==> config.mk <==
export PLATFORM = sky130hd
export DESIGN_NAME = key_combo_detector
export DESIGN_NICKNAME = d
export VERILOG_FILES = /design/src/hdl/kcd_pkg.sv /design/src/hdl/key_combo_detector.sv /design/src/hdl/kcd_cell.sv
export SDC_FILE = /design/constraint.sdc
export NUM_CORES = 2
export LEC_CHECK = 0
export BUFFER_PORTS_ARGS = -buffer_cell sky130_fd_sc_hd__clkbuf_2
export CAP_MARGIN = 5
export CORE_MARGIN = 5
export CORE_UTILIZATION = 60
export CTS_BUF_LIST = sky130_fd_sc_hd__clkbuf_4
export CTS_CLUSTER_DIAMETER = 60
export DETAILED_ROUTE_END_ITERATION = 8
export GPL_ROUTABILITY_DRIVEN = 0
export GPL_TIMING_DRIVEN = 0
export PLACE_DENSITY = 0.76
export SLEW_MARGIN = 20
export SYNTH_ARGS = -nofsm -noshare
export SYNTH_HDL_FRONTEND = slang
export SYNTH_SLANG_ARGS = --single-unit
export TNS_END_PERCENT = 50
==> constraint.sdc <==
create_clock -name clk -period 6.9 [get_ports clk]
set_input_delay 0.345 -clock clk [delete_from_list [all_inputs] [get_ports clk]]
set_output_delay 0.345 -clock clk [all_outputs]
set_load 0.01 [all_outputs]
==> src/hdl/kcd_pkg.sv <==
// kcd_pkg: shared types and constants for the key combo detector
// no dependencies
`default_nettype none

package kcd_pkg;

  localparam int MAX_HELD_KEYS_DEF = 8;
  localparam int MAX_COMBOS_DEF    = 16;
  localparam int KEY_WIDTH_DEF     = 16;
  localparam int COMBO_SLOTS       = 8;
  localparam int SLOT_W            = 3;
  localparam int CIDX_W            = 4;
  localparam int CNT_W             = 4;
  localparam int TS_W              = 32;
  localparam int TERM_W            = 16;
  localparam int INUSE_W           = 5;
  localparam int CODE_W            = 16;

  localparam logic [15:0] TERM_RESET = 16'd50;

  typedef enum logic [1:0] {
    OP_KEY   = 2'd0,
    OP_SLOT  = 2'd1,
    OP_HDR   = 2'd2,
    OP_NONE  = 2'd3
  } opcode_t;

  typedef enum logic [0:0] {
    CFG_TERM  = 1'b0,
    CFG_INUSE = 1'b1
  } cfg_idx_t;

  // sequencer state, one-hot
  typedef enum logic [4:0] {
    S_IDLE  = 5'b00001,
    S_LOAD  = 5'b00010,
    S_SCAN  = 5'b00100,
    S_CHECK = 5'b01000,
    S_DONE  = 5'b10000
  } state_t;

endpackage

`default_nettype wire

==> src/hdl/key_combo_detector.sv <==
// key_combo_detector: top level, event handling, combo table and scan sequencer
// depends on kcd_pkg and kcd_cell
//
// channel  | signals                                               | flow
// ---------+-------------------------------------------------------+----------------
// command  | start, busy, opcode, keycode, key_pressed, timestamp,  | in, start/busy
//          | combo_index, slot_index, entry_key_count               |
// result   | done, pass_through, combo_fired, combo_code            | out, strobe
// config   | cfg_valid, cfg_ready, cfg_index, cfg_data              | in, valid/ready
//
// table writes, unused opcodes and expired presses go from start straight to
// S_DONE; a release shifts through the row and waits in S_CHECK.
// a press walks each combo in use: per entry one table read per key slot, each
// key shifted through the row of MAX_HELD_KEYS cells.
// reset clears the window and registers; the table is undefined until written.
// done is a one-cycle strobe; the receiver cannot stall.
`default_nettype none

module key_combo_detector #(
  parameter int MAX_HELD_KEYS = kcd_pkg::MAX_HELD_KEYS_DEF,
  parameter int MAX_COMBOS    = kcd_pkg::MAX_COMBOS_DEF,
  parameter int KEY_WIDTH     = kcd_pkg::KEY_WIDTH_DEF
) (
  input  wire logic                        clk,
  input  wire logic                        rst,
  input  wire logic                        start,
  output logic                             busy,
  input  wire logic [1:0]                  opcode,
  input  wire logic [KEY_WIDTH-1:0]        keycode,
  input  wire logic                        key_pressed,
  input  wire logic [kcd_pkg::TS_W-1:0]    timestamp,
  input  wire logic [kcd_pkg::CIDX_W-1:0]  combo_index,
  input  wire logic [kcd_pkg::SLOT_W-1:0]  slot_index,
  input  wire logic [kcd_pkg::CNT_W-1:0]   entry_key_count,
  output logic                             done,
  output logic                             pass_through,
  output logic                             combo_fired,
  output logic [kcd_pkg::CODE_W-1:0]       combo_code,
  input  wire logic                        cfg_valid,
  output logic                             cfg_ready,
  input  wire logic                        cfg_index,
  input  wire logic [15:0]                 cfg_data
);
  import kcd_pkg::*;

  localparam int HW   = $clog2(MAX_HELD_KEYS + 1);
  localparam int EW   = (MAX_COMBOS > 1) ? $clog2(MAX_COMBOS) : 1;
  localparam int LW   = $clog2(MAX_COMBOS + 1);
  localparam int MEMD = MAX_COMBOS * COMBO_SLOTS;
  localparam int AW   = $clog2(MEMD);
  localparam int WCNT = $clog2(MAX_HELD_KEYS + 2);

  // configuration registers
  logic [TERM_W-1:0]  window_term;
  logic [INUSE_W-1:0] combos_in_use;

  assign cfg_ready = 1'b1;

  always_ff @(posedge clk) begin
    if (rst) begin
      window_term   <= TERM_RESET;
      combos_in_use <= '0;
    end else if (cfg_valid) begin
      unique case (cfg_idx_t'(cfg_index))
        CFG_TERM:  window_term   <= cfg_data;
        CFG_INUSE: combos_in_use <= cfg_data[INUSE_W-1:0];
        default:   ;
      endcase
    end
  end

  // combo table memories
  logic [KEY_WIDTH-1:0] key_mem [MEMD];
  logic [CNT_W-1:0]     len_mem [MAX_COMBOS];
  logic [CODE_W-1:0]    out_mem [MAX_COMBOS];
  logic [KEY_WIDTH-1:0] key_rd;
  logic [CNT_W-1:0]     len_rd;
  logic [CODE_W-1:0]    out_rd;
  logic [AW-1:0]        rd_addr;
  logic [EW-1:0]        entry;

  logic accept;
  assign accept = start && !busy;

  logic cidx_ok;
  assign cidx_ok = ({{(32-CIDX_W){1'b0}}, combo_index} < MAX_COMBOS);

  always_ff @(posedge clk) begin
    if (accept && opcode == OP_SLOT && cidx_ok) begin
      key_mem[{combo_index[EW-1:0], slot_index}] <= keycode;
    end
    if (accept && opcode == OP_HDR && cidx_ok) begin
      len_mem[combo_index[EW-1:0]] <= entry_key_count;
      out_mem[combo_index[EW-1:0]] <= keycode;
    end
    key_rd <= key_mem[rd_addr];
    len_rd <= len_mem[entry];
    out_rd <= out_mem[entry];
  end

  // window state
  logic                     window_open;
  logic [TS_W-1:0]          window_start;
  logic [HW-1:0]            held_count;

  // cell chain
  logic                  cell_clear;
  logic                  cell_load [MAX_HELD_KEYS];
  logic                  cv   [MAX_HELD_KEYS+1];
  logic [KEY_WIDTH-1:0]  cd   [MAX_HELD_KEYS+1];
  logic                  ch   [MAX_HELD_KEYS+1];
  logic                  inj_valid;
  logic [KEY_WIDTH-1:0]  inj_key;

  assign cv[0] = inj_valid;
  assign cd[0] = inj_key;
  assign ch[0] = 1'b0;

  for (genvar g = 0; g < MAX_HELD_KEYS; g++) begin : g_cell
    kcd_cell #(.KEY_WIDTH(KEY_WIDTH)) u_cell (
      .clk(clk), .rst(rst), .clear(cell_clear), .load(cell_load[g]),
      .load_key(keycode), .cand_valid_in(cv[g]), .cand_in(cd[g]), .hit_in(ch[g]),
      .cand_valid_out(cv[g+1]), .cand_out(cd[g+1]), .hit_out(ch[g+1])
    );
  end

  // sequencer
  state_t              state;
  logic [LW-1:0]       ent_cnt;
  logic [LW-1:0]       limit;
  logic [SLOT_W:0]     slot;
  logic                slot_rd_v;
  logic [SLOT_W:0]     hits;
  logic                miss;
  logic [WCNT-1:0]     drain;
  logic                fire;

  assign limit = ({{(32-INUSE_W){1'b0}}, combos_in_use} > MAX_COMBOS)
               ? LW'(MAX_COMBOS) : combos_in_use[LW-1:0];
  assign entry   = ent_cnt[EW-1:0];
  assign rd_addr = {entry, slot[SLOT_W-1:0]};
  assign busy    = (state != S_IDLE);

  // wrap-around time since the window opened
  logic [TS_W-1:0] elapsed;
  assign elapsed = timestamp - window_start;

  always_comb begin
    cell_clear = 1'b0;
    for (int i = 0; i < MAX_HELD_KEYS; i++) begin
      cell_load[i] = accept && opcode == OP_KEY && key_pressed &&
                     (!window_open ||
                      elapsed <= {{(TS_W-TERM_W){1'b0}}, window_term}) &&
                     (window_open ? held_count : '0) == HW'(i);
    end
    if (accept && opcode == OP_KEY && key_pressed && !window_open) begin
      cell_clear = 1'b1;
    end
    if (fire) begin
      cell_clear = 1'b1;
    end
  end

  always_ff @(posedge clk) begin
    done <= 1'b0;
    fire <= 1'b0;
    if (rst) begin
      state        <= S_IDLE;
      window_open  <= 1'b0;
      window_start <= '0;
      held_count   <= '0;
      inj_valid    <= 1'b0;
    end else begin
      inj_valid <= 1'b0;
      unique case (state)
        S_IDLE: begin
          if (accept) begin
            pass_through <= 1'b0;
            combo_fired  <= 1'b0;
            combo_code   <= '0;
            ent_cnt      <= '0;
            slot         <= '0;
            hits         <= '0;
            miss         <= 1'b0;
            slot_rd_v    <= 1'b0;
            drain        <= '0;
            if (opcode == OP_KEY) begin
              pass_through <= 1'b1;
              if (!key_pressed) begin
                // release: shift the key through the held row
                inj_valid <= 1'b1;
                inj_key   <= keycode;
                state     <= S_CHECK;
              end else if (window_open && elapsed > {16'd0, window_term}) begin
                window_open <= 1'b0;
                held_count  <= '0;
                state       <= S_DONE;
              end else begin
                if (!window_open) begin
                  window_open  <= 1'b1;
                  window_start <= timestamp;
                  held_count   <= HW'(1);
                end else if (held_count < HW'(MAX_HELD_KEYS)) begin
                  held_count <= held_count + 1'b1;
                end
                state <= S_LOAD;
              end
            end else begin
              state <= S_DONE;
            end
          end
        end
        S_LOAD: begin
          // next entry header read
          slot      <= '0;
          hits      <= '0;
          miss      <= 1'b0;
          slot_rd_v <= 1'b0;
          drain     <= '0;
          if (ent_cnt >= limit) begin
            state <= S_DONE;
          end else begin
            state <= S_SCAN;
          end
        end
        S_SCAN: begin
          // issue slot reads, inject keys into the chain, count hits
          if (slot < len_rd && slot < (SLOT_W+1)'(COMBO_SLOTS)) begin
            slot <= slot + 1'b1;
          end
          slot_rd_v <= (slot < len_rd) && (slot < (SLOT_W+1)'(COMBO_SLOTS));
          inj_valid <= slot_rd_v;
          inj_key   <= key_rd;
          if (cv[MAX_HELD_KEYS]) begin
            if (ch[MAX_HELD_KEYS]) hits <= hits + 1'b1;
            else miss <= 1'b1;
          end
          if (!slot_rd_v && !inj_valid && slot != '0 &&
              !(slot < len_rd && slot < (SLOT_W+1)'(COMBO_SLOTS))) begin
            drain <= drain + 1'b1;
          end
          if (len_rd == '0 || len_rd > CNT_W'(COMBO_SLOTS) ||
              {{(32-CNT_W){1'b0}}, len_rd} != {{(32-HW){1'b0}}, held_count}) begin
            ent_cnt <= ent_cnt + 1'b1;
            state   <= S_LOAD;
          end else if (drain == WCNT'(MAX_HELD_KEYS + 1)) begin
            if (!miss && hits == len_rd) begin
              combo_fired  <= 1'b1;
              pass_through <= 1'b0;
              combo_code   <= out_rd;
              window_open  <= 1'b0;
              held_count   <= '0;
              fire         <= 1'b1;
              state        <= S_DONE;
            end else begin
              ent_cnt <= ent_cnt + 1'b1;
              state   <= S_LOAD;
            end
          end
        end
        S_CHECK: begin
          // release key reaches the end of the row
          if (cv[MAX_HELD_KEYS]) begin
            if (ch[MAX_HELD_KEYS] && window_open) begin
              window_open <= 1'b0;
              held_count  <= '0;
              fire        <= 1'b1;
            end
            state <= S_DONE;
          end
        end
        S_DONE: begin
          done  <= 1'b1;
          state <= S_IDLE;
        end
        default: state <= S_IDLE;
      endcase
    end
  end

  // assertions
  a_done_idle: assert property (@(posedge clk) disable iff (rst)
    done |-> state == S_IDLE) else $error("done outside idle");
  a_fire_flags: assert property (@(posedge clk) disable iff (rst)
    done && combo_fired |-> !pass_through) else $error("fire with pass");
  a_held_max: assert property (@(posedge clk) disable iff (rst)
    held_count <= HW'(MAX_HELD_KEYS)) else $error("held overflow");
  a_closed_empty: assert property (@(posedge clk) disable iff (rst)
    !window_open && state == S_IDLE |-> held_count == '0)
    else $error("closed window holds keys");

endmodule

`default_nettype wire

==> src/hdl/kcd_cell.sv <==
// kcd_cell: one held-key cell of the chain
// a candidate key shifts along the row; each cell compares it with its held key
// depends on kcd_pkg
`default_nettype none

module kcd_cell #(
  parameter int KEY_WIDTH = kcd_pkg::KEY_WIDTH_DEF
) (
  input  wire logic                 clk,
  input  wire logic                 rst,
  input  wire logic                 clear,
  input  wire logic                 load,
  input  wire logic [KEY_WIDTH-1:0] load_key,
  input  wire logic                 cand_valid_in,
  input  wire logic [KEY_WIDTH-1:0] cand_in,
  input  wire logic                 hit_in,
  output logic                      cand_valid_out,
  output logic [KEY_WIDTH-1:0]      cand_out,
  output logic                      hit_out
);
  import kcd_pkg::*;

  logic [KEY_WIDTH-1:0] held;
  logic                 occupied;

  // stored key; a load during a clear starts the new window with this key
  always_ff @(posedge clk) begin
    if (rst) begin
      occupied <= 1'b0;
    end else if (load) begin
      occupied <= 1'b1;
    end else if (clear) begin
      occupied <= 1'b0;
    end
    if (load) begin
      held <= load_key;
    end
  end

  // candidate and running hit travel to the next cell
  always_ff @(posedge clk) begin
    if (rst) begin
      cand_valid_out <= 1'b0;
    end else begin
      cand_valid_out <= cand_valid_in;
    end
    cand_out <= cand_in;
    hit_out  <= hit_in | (occupied && held == cand_in);
  end

endmodule

`default_nettype wire

* Word-level counts from Yosys, hierarchy flattened
Memory sizes are Yosys's and may differ from the RTL's. A register that Yosys moved wholly into a read port is not among the register bits.
Index checks and enable logic that the tools add are counted.
** Cells by class
- Shift operators :: 0
- Reduce and logical (&&, ||, !) cells :: 68
- Order comparisons :: 8
- Add/subtract/negate cells :: 6
- Equal/unequal tests :: 43
- Bitwise logic cells :: 11
- Divide/modulo/power cells :: 0
- Multiplexer cells :: 94
- Multiply operators :: 0
** Operator list (count)
- 16-bit equality test :: 8
- 16-bit two-way mux :: 7
- 5-bit two-way mux :: 14
- 4-bit two-way mux :: 17
- 16-bit one-hot mux with 2 select lines :: 2
- 4-bit one-hot mux with 3 select lines :: 4
- 1-bit two-way mux :: 41
- 32-bit by 16-bit greater-than comparator with 1-bit output :: 1
- 32-bit by 16-bit less-or-equal comparator with 1-bit output :: 1
- 32-bit subtractor :: 1
- 1-bit logical AND :: 30
- 2-bit inequality test, second input constant :: 11
- 5-bit one-hot mux with 4 select lines :: 1
- 5-bit AND reduction :: 4
- 2-bit nonzero test :: 9
- 4-bit by 1-bit adder with 4-bit output, second input constant :: 4
- 4-bit by 3-bit equality test with 1-bit output, second input constant :: 4
- 6-bit AND reduction :: 2
- 5-bit one-hot mux with 2 select lines :: 1
- 10-bit AND reduction :: 1
- 1-bit one-hot mux with 3 select lines :: 3
- 9-bit AND reduction :: 1
- 4-bit by 2-bit equality test with 1-bit output, second input constant :: 2
- 4-bit zero test :: 2
- other kinds (32) :: 59
** Word-level totals
- Memory bits (read-only) :: 0
- Bits in latches :: 0
- Input bits :: 83
- Word-level logic and storage cells :: 291
- RAM bits :: 2368
- Memories :: 3
- Output and inout port bits :: 21
- Bits in registers :: 383
** Memories
- key_mem :: words 128, bits a word 16, read ports 1, clocked after Yosys merged registers in 1, wr ports 1, RTL line key_combo_detector.sv:73 : logic [KEY_WIDTH-1:0] key_mem [MEMD];
- out_mem :: words 16, bits a word 16, read ports 1, clocked after Yosys merged registers in 1, wr ports 1, RTL line key_combo_detector.sv:75 : logic [CODE_W-1:0] out_mem [MAX_COMBOS];
- len_mem :: words 16, bits a word 4, read ports 1, clocked after Yosys merged registers in 1, wr ports 1, RTL line key_combo_detector.sv:74 : logic [CNT_W-1:0] len_mem [MAX_COMBOS];

* Logic depth before layout (Yosys ltp)
- Word-level depth :: 10
- Mapped depth :: 20
- Depth with buffers taken out :: 19

* Hierarchy
From an unflattened synthesis, not the netlist that was laid out.
** Second synthesis, totals
- Cells, all modules :: 5042
- Area, all modules :: 107048.9 um^2
** Modules (own cells, without submodules)
- key_combo_detector :: sequential area each 74741.7 um^2, cells an instance 4554, times used 1, area an instance 98580.8 um^2
- kcd_cell :: sequential area each 860.8 um^2, cells an instance 61, times used 8, area an instance 1058.5 um^2

* Least setup slack after synthesis
Ideal clock, no wire load.
- Path kind :: input -> register
- Start :: input timestamp[0] (netlist name)
- End :: register g_cell[0].u_cell.held[0], enable pin
- Path buffers :: 0
- Data arrival time :: 4693 ps
- Slack :: 1817 ps
- Data required time :: 6509 ps
- Stages on the path :: 17
- Setup time :: 391 ps
- Path through :: inv_1 > ha_1 > fa_1 > nand2b_1 > a21oi_1 > nor2_1 > o21ai_0 > xor2_1 > ha_1 > nand4_1 > or4_1 > or3_1 > a2111oi_0 > nand3_1 > nor4_2 > nand4_2 > o21ai_1
** On the way
- Longest elaborated chain between the ends :: 5
** RTL lines
- start, declared :: RTL line key_combo_detector.sv:31 : input wire logic [kcd_pkg::TS_W-1:0] timestamp,
- 32-bit subtractor :: RTL line key_combo_detector.sv:146 : assign elapsed = timestamp - window_start;
- 32-bit by 16-bit less-or-equal comparator with 1-bit output :: RTL line key_combo_detector.sv:153 : elapsed <= {{(TS_W-TERM_W){1'b0}}, window_term}) &&
- 1-bit logical OR :: RTL line key_combo_detector.sv:152 : (!window_open ||
- 1-bit logical AND :: RTL line key_combo_detector.sv:151 : cell_load[i] = accept && opcode == OP_KEY && key_pressed &&
- 1-bit logical AND :: RTL line key_combo_detector.sv:153
- net g_cell[0].u_cell.load :: RTL line kcd_cell.sv:12 : input wire logic load,
- end signal, assigned :: RTL line kcd_cell.sv:36 : held <= load_key;
- end, declared :: RTL line kcd_cell.sv:23 : logic [KEY_WIDTH-1:0] held;
The timed path passes the listed nets, and every way through them passes these cells.
A chain may end at the register's enable or synchronous reset.

* Final worst setup path
- Start :: register window_start[8]
- End :: register g_cell[7].u_cell.held[12], enable pin
** On the way
- Longest elaborated chain between the ends :: 5
** RTL lines
- start, declared :: RTL line key_combo_detector.sv:103 : logic [TS_W-1:0] window_start;
- start signal, assigned :: RTL line key_combo_detector.sv:201 : window_start <= timestamp;
- 32-bit subtractor :: RTL line key_combo_detector.sv:146
- 32-bit by 16-bit less-or-equal comparator with 1-bit output :: RTL line key_combo_detector.sv:153
- 1-bit logical OR :: RTL line key_combo_detector.sv:152
- 1-bit logical AND :: RTL line key_combo_detector.sv:151
- 1-bit logical AND :: RTL line key_combo_detector.sv:153
- net g_cell[7].u_cell.load :: RTL line kcd_cell.sv:12
- end signal, assigned :: RTL line kcd_cell.sv:36
- end, declared :: RTL line kcd_cell.sv:23
The timed path passes the listed nets, and every way through them passes these cells.

==> reports/qor.csv <==
stage;metric;value;unit
finish;area_growth;16.3;%
clock_tree;clkLatencyLatePin;1.39;ns
yosys;synth_area_leader_cell;edfxtp_1;
flow_run;cap_violations;0;
worst_setup_path;cp.arrival;7.20;ns
clock_tree;path_clk_slew;0.09;ns
place;io_buffers;98;
worst_setup_path;worstSetupPathType;reg -> reg;
worst_hold_path;min_from;keycode[5];
clock_tree;numCtsBuffers;678;
power_and_ir_drop;finalPower;35.1;mW
yosys;yosys.area.top_type_share;0.714;
global_route;first_global_vias;59128;
timing;grt_setup_unrepaired;no;
timing;period_minus_slack;6.26;ns
clock_tree;cts_tree;built;
yosys;seq_area_frac_synth;0.758;
clock_tree;cts_root_buf;clkbuf_4;
power_and_ir_drop;p_leak;40.6;nW
worst_setup_path;r2r_end;g_cell[7].u_cell.held[12]$_DFFE_PP_;
timing;fin_skew;0.0840;ns
timing;tightest_slew;1.23;ns
timing;setup_viol;0;
detailed_routing;wl;275000;um
detailed_routing;wire_per_inst;30.3;um
worst_setup_path;r2r_start;window_start[8]$_SDFFE_PP0P_;
detailed_routing;via_per_inst;6.37;
global_route;grt_max_degree;118;
timing;fin_ws;0.645;ns
place;dp_hpwl;178000;um
worst_setup_path;cp_max_fo;16;
clock_tree;cts_resized;0;
worst_hold_path;whs_endpoint;key_mem[127][5]$_DFFE_PP_;
yosys;syn_area;0.107;mm2
yosys;synth-edff-count;2549;
global_route;grt_overflow;0;
worst_hold_path;hold_depth;2;
finish;nNetsFinal;6402;
detailed_routing;firstDrtPassIters;7;
worst_setup_path;crit_required;7.84;ns
floorplanning;die_w;433;um
place;placed_area;0.114;mm2
timing;finalMaxSlewViolations;0;
place;pre_cts_ws;0.762;ns
floorplanning;initial_core_util;0.602;
yosys;synthCells;5071;
floorplanning;num_io_pins;104;
global_route;antenna_found_initial;12;
worst_setup_path;start_kind;flip-flop;
global_route;grt_use_met1;0.393;
clock_tree;post-cts-setup-buffers;0;
worst_hold_path;hold_class;in -> reg;
finish;final_cell_area;0.125;mm2
detailed_routing;drc;0;
timing;hold_viol_final;0;
floorplanning;die_height;433;um
yosys;ys.flop_type;edfxtp_1;
place;post-place-cells;7678;
global_route;use_met2;0.475;
yosys;ys_seq_elements;2787;
yosys;synth_cell_types;77;
global_route;top_usage_layer;met2;
yosys;syn-num-nets;5217;
yosys;yosys_warnings;0;
clock_tree;cts.path.max_buffers;4;
floorplanning;std_cell_rows;155;
worst_setup_path;ff2ff_setup_slack;0.64;ns
detailed_routing;postRouteAntennaNets;0;
floorplanning;dieArea;0.187;mm2
detailed_routing;drtIter0Drc;7517;
yosys;syn_area_per_cell;21.1;um2
power_and_ir_drop;ir_worst_vdd;0.217;mV
global_route;grtUsageTotal;0.298;
global_route;grtUsageMet3;0.0825;
floorplanning;core-area;0.178;mm2
timing;relSlewSlack;0.179;
clock_tree;htree_num_levels;6;
detailed_routing;vias;57859;
worst_setup_path;r2r.worst_path.cells;17;
yosys;synth_area_leaders;edfxtp_1 (71%), mux4_2 (16%), dfxtp_1 (4.4%);
timing;fmax;160;MHz
finish;drive_gt1_frac;0.348;
worst_setup_path;endpoint_kind;flip-flop;
timing;fin_crit_sh;0.907;
timing;tns;0;ns
power_and_ir_drop;p_per_area;282;mW/mm2
yosys;synthArstFlopShare;0;
run_status;outcome;completed;
clock_tree;ctsHoldBuffers;253;
global_route;grt_pass1_wl;398000;um
clock_tree;cts_sinks;2787;
finish;stdcell_count;9086;
finish;fillerInstances;10481;
-- state kept, by name, summed over array words and instances (netlist names), 5 cells and up --
signal                        count
key_mem                        2048
out_mem                         256
g_cell.u_cell.held              128
g_cell.u_cell.cand_out          112
len_mem                          64
window_start                     32
combo_code                       16
inj_key                          16
key_rd                           16
out_rd                           16
window_term                      16
g_cell.u_cell.cand_valid_out      8
g_cell.u_cell.hit_out             8
g_cell.u_cell.occupied            8
combos_in_use                     5
ent_cnt                           5
state                             5
-- cell usage in the layout (no fill, tap or decap), types with 74 or more instances in the layout --
master and count:
clkbuf_2 116, mux4_2 772, nor2_1 74, a21oi_1 115, edfxtp_1 2549, clkbuf_4 978, dfxtp_1 238, nor2_2 136
nand2_1 238, clkbuf_1 118, clkinv_1 135, xnor2_1 114, dlygate4sd3_1 246
-- synthesized netlist by cell type (all sizes together), types with 44 or more instances --
master  count
ha         62
a21oi     123
edfxtp   2549
inv        70
mux4      772
clkbuf    146
buf        99
nand3      44
xor2       47
o21ai      47
nand2     238
xnor2     114
nor2      226
dfxtp     238
-- logic make-up (layout without fill, tap and decap cells) --
family | Yosys count | count (layout) | share of synthesized area
other cells | 1 | 8 | 0.0000350
compound gates | 263 | 263 | 0.0153
buf+inv | 315 | 1968 | 0.0120
flops | 2787 | 2787 | 0.758
simple gates | 689 | 689 | 0.0298
fa+ha+maj | 63 | 63 | 0.00742
xor+xnor | 161 | 161 | 0.0131
mux | 792 | 792 | 0.164
-- worst max-delay path by stage --
stage / startpoint / to / slack [ns]
3_5_place_dp: timestamp[0] / g_cell[7].u_cell.held[7]$_DFFE_PP_ / 0.76
6_report: window_start[8]$_SDFFE_PP0P_ / g_cell[7].u_cell.held[12]$_DFFE_PP_ / 0.64
3_3_place_gp: timestamp[0] / g_cell[7].u_cell.held[7]$_DFFE_PP_ / 0.61
2_1_floorplan: timestamp[0] / g_cell[0].u_cell.held[0]$_DFFE_PP_ / 1.82
5_1_grt: window_start[8]$_SDFFE_PP0P_ / g_cell[7].u_cell.held[12]$_DFFE_PP_ / 0.46
4_1_cts: window_start[9]$_SDFFE_PP0P_ / g_cell[7].u_cell.held[12]$_DFFE_PP_ / 0.91
-- report_power, final --
group	leakage, nW	switching, mW	internal, mW
sequential	24.9	0.0597	18.5
clock	4.97	6.34	6.92
combinational	10.7	1.95	1.35
total	40.6	8.35	26.8
-- per-stage QoR --
stage | hold WS, ns | util
after global routing | 0.0747 | 0.701
after floorplan | 0.349 | -
after CTS | 0.00290 | 0.700
after global placement | 0.355 | 0.622
after detailed placement | 0.354 | 0.639
final | 0.164 | 0.701
-- layer usage --
| metal | vias up | wire length [um] |
|---|---|---|
| met5 | - | 257 |
| met4 | 12 | 12000 |
| met3 | 692 | 31800 |
| met2 | 3971 | 134000 |
| met1 | 29519 | 96900 |
| li1 | 23665 | - |
-- final cells by class --
| cell class | instances | area, um2 | share of cell area |
|---|---|---|---|
| flip-flops and latches | 2787 | 81300 | 0.652 |
| well taps | 2355 | 2950 | 0.0236 |
| plain buffers | 245 | 1070 | 0.00861 |
| diodes | 7 | 17.5 | 0.000140 |
| clock inverters | 170 | 978 | 0.00784 |
| inverters | 70 | 263 | 0.00211 |
| repair buffers | 505 | 5680 | 0.0456 |
| clock buffers | 978 | 7340 | 0.0589 |
| multi-input cells | 1969 | 25100 | 0.201 |
-- worst max-delay path, cell delays in order (launching register included) --
cell and delay (ns):
dfxtp_1 0.35, inv_1 0.05, ha_1 0.27, clkbuf_2 0.19
a21oi_1 0.44, o21ai_0 0.27, a31o_2 0.30, a21oi_1 0.25
xnor2_1 0.15, ha_1 0.32, nand4_1 0.12, or4_1 0.46
or3_1 0.48, a2111oi_0 0.51, nand3_1 0.16, nor4_2 0.29
nand4_2 0.39, nor2_2 0.85
(Power assumes the default switching activity.)
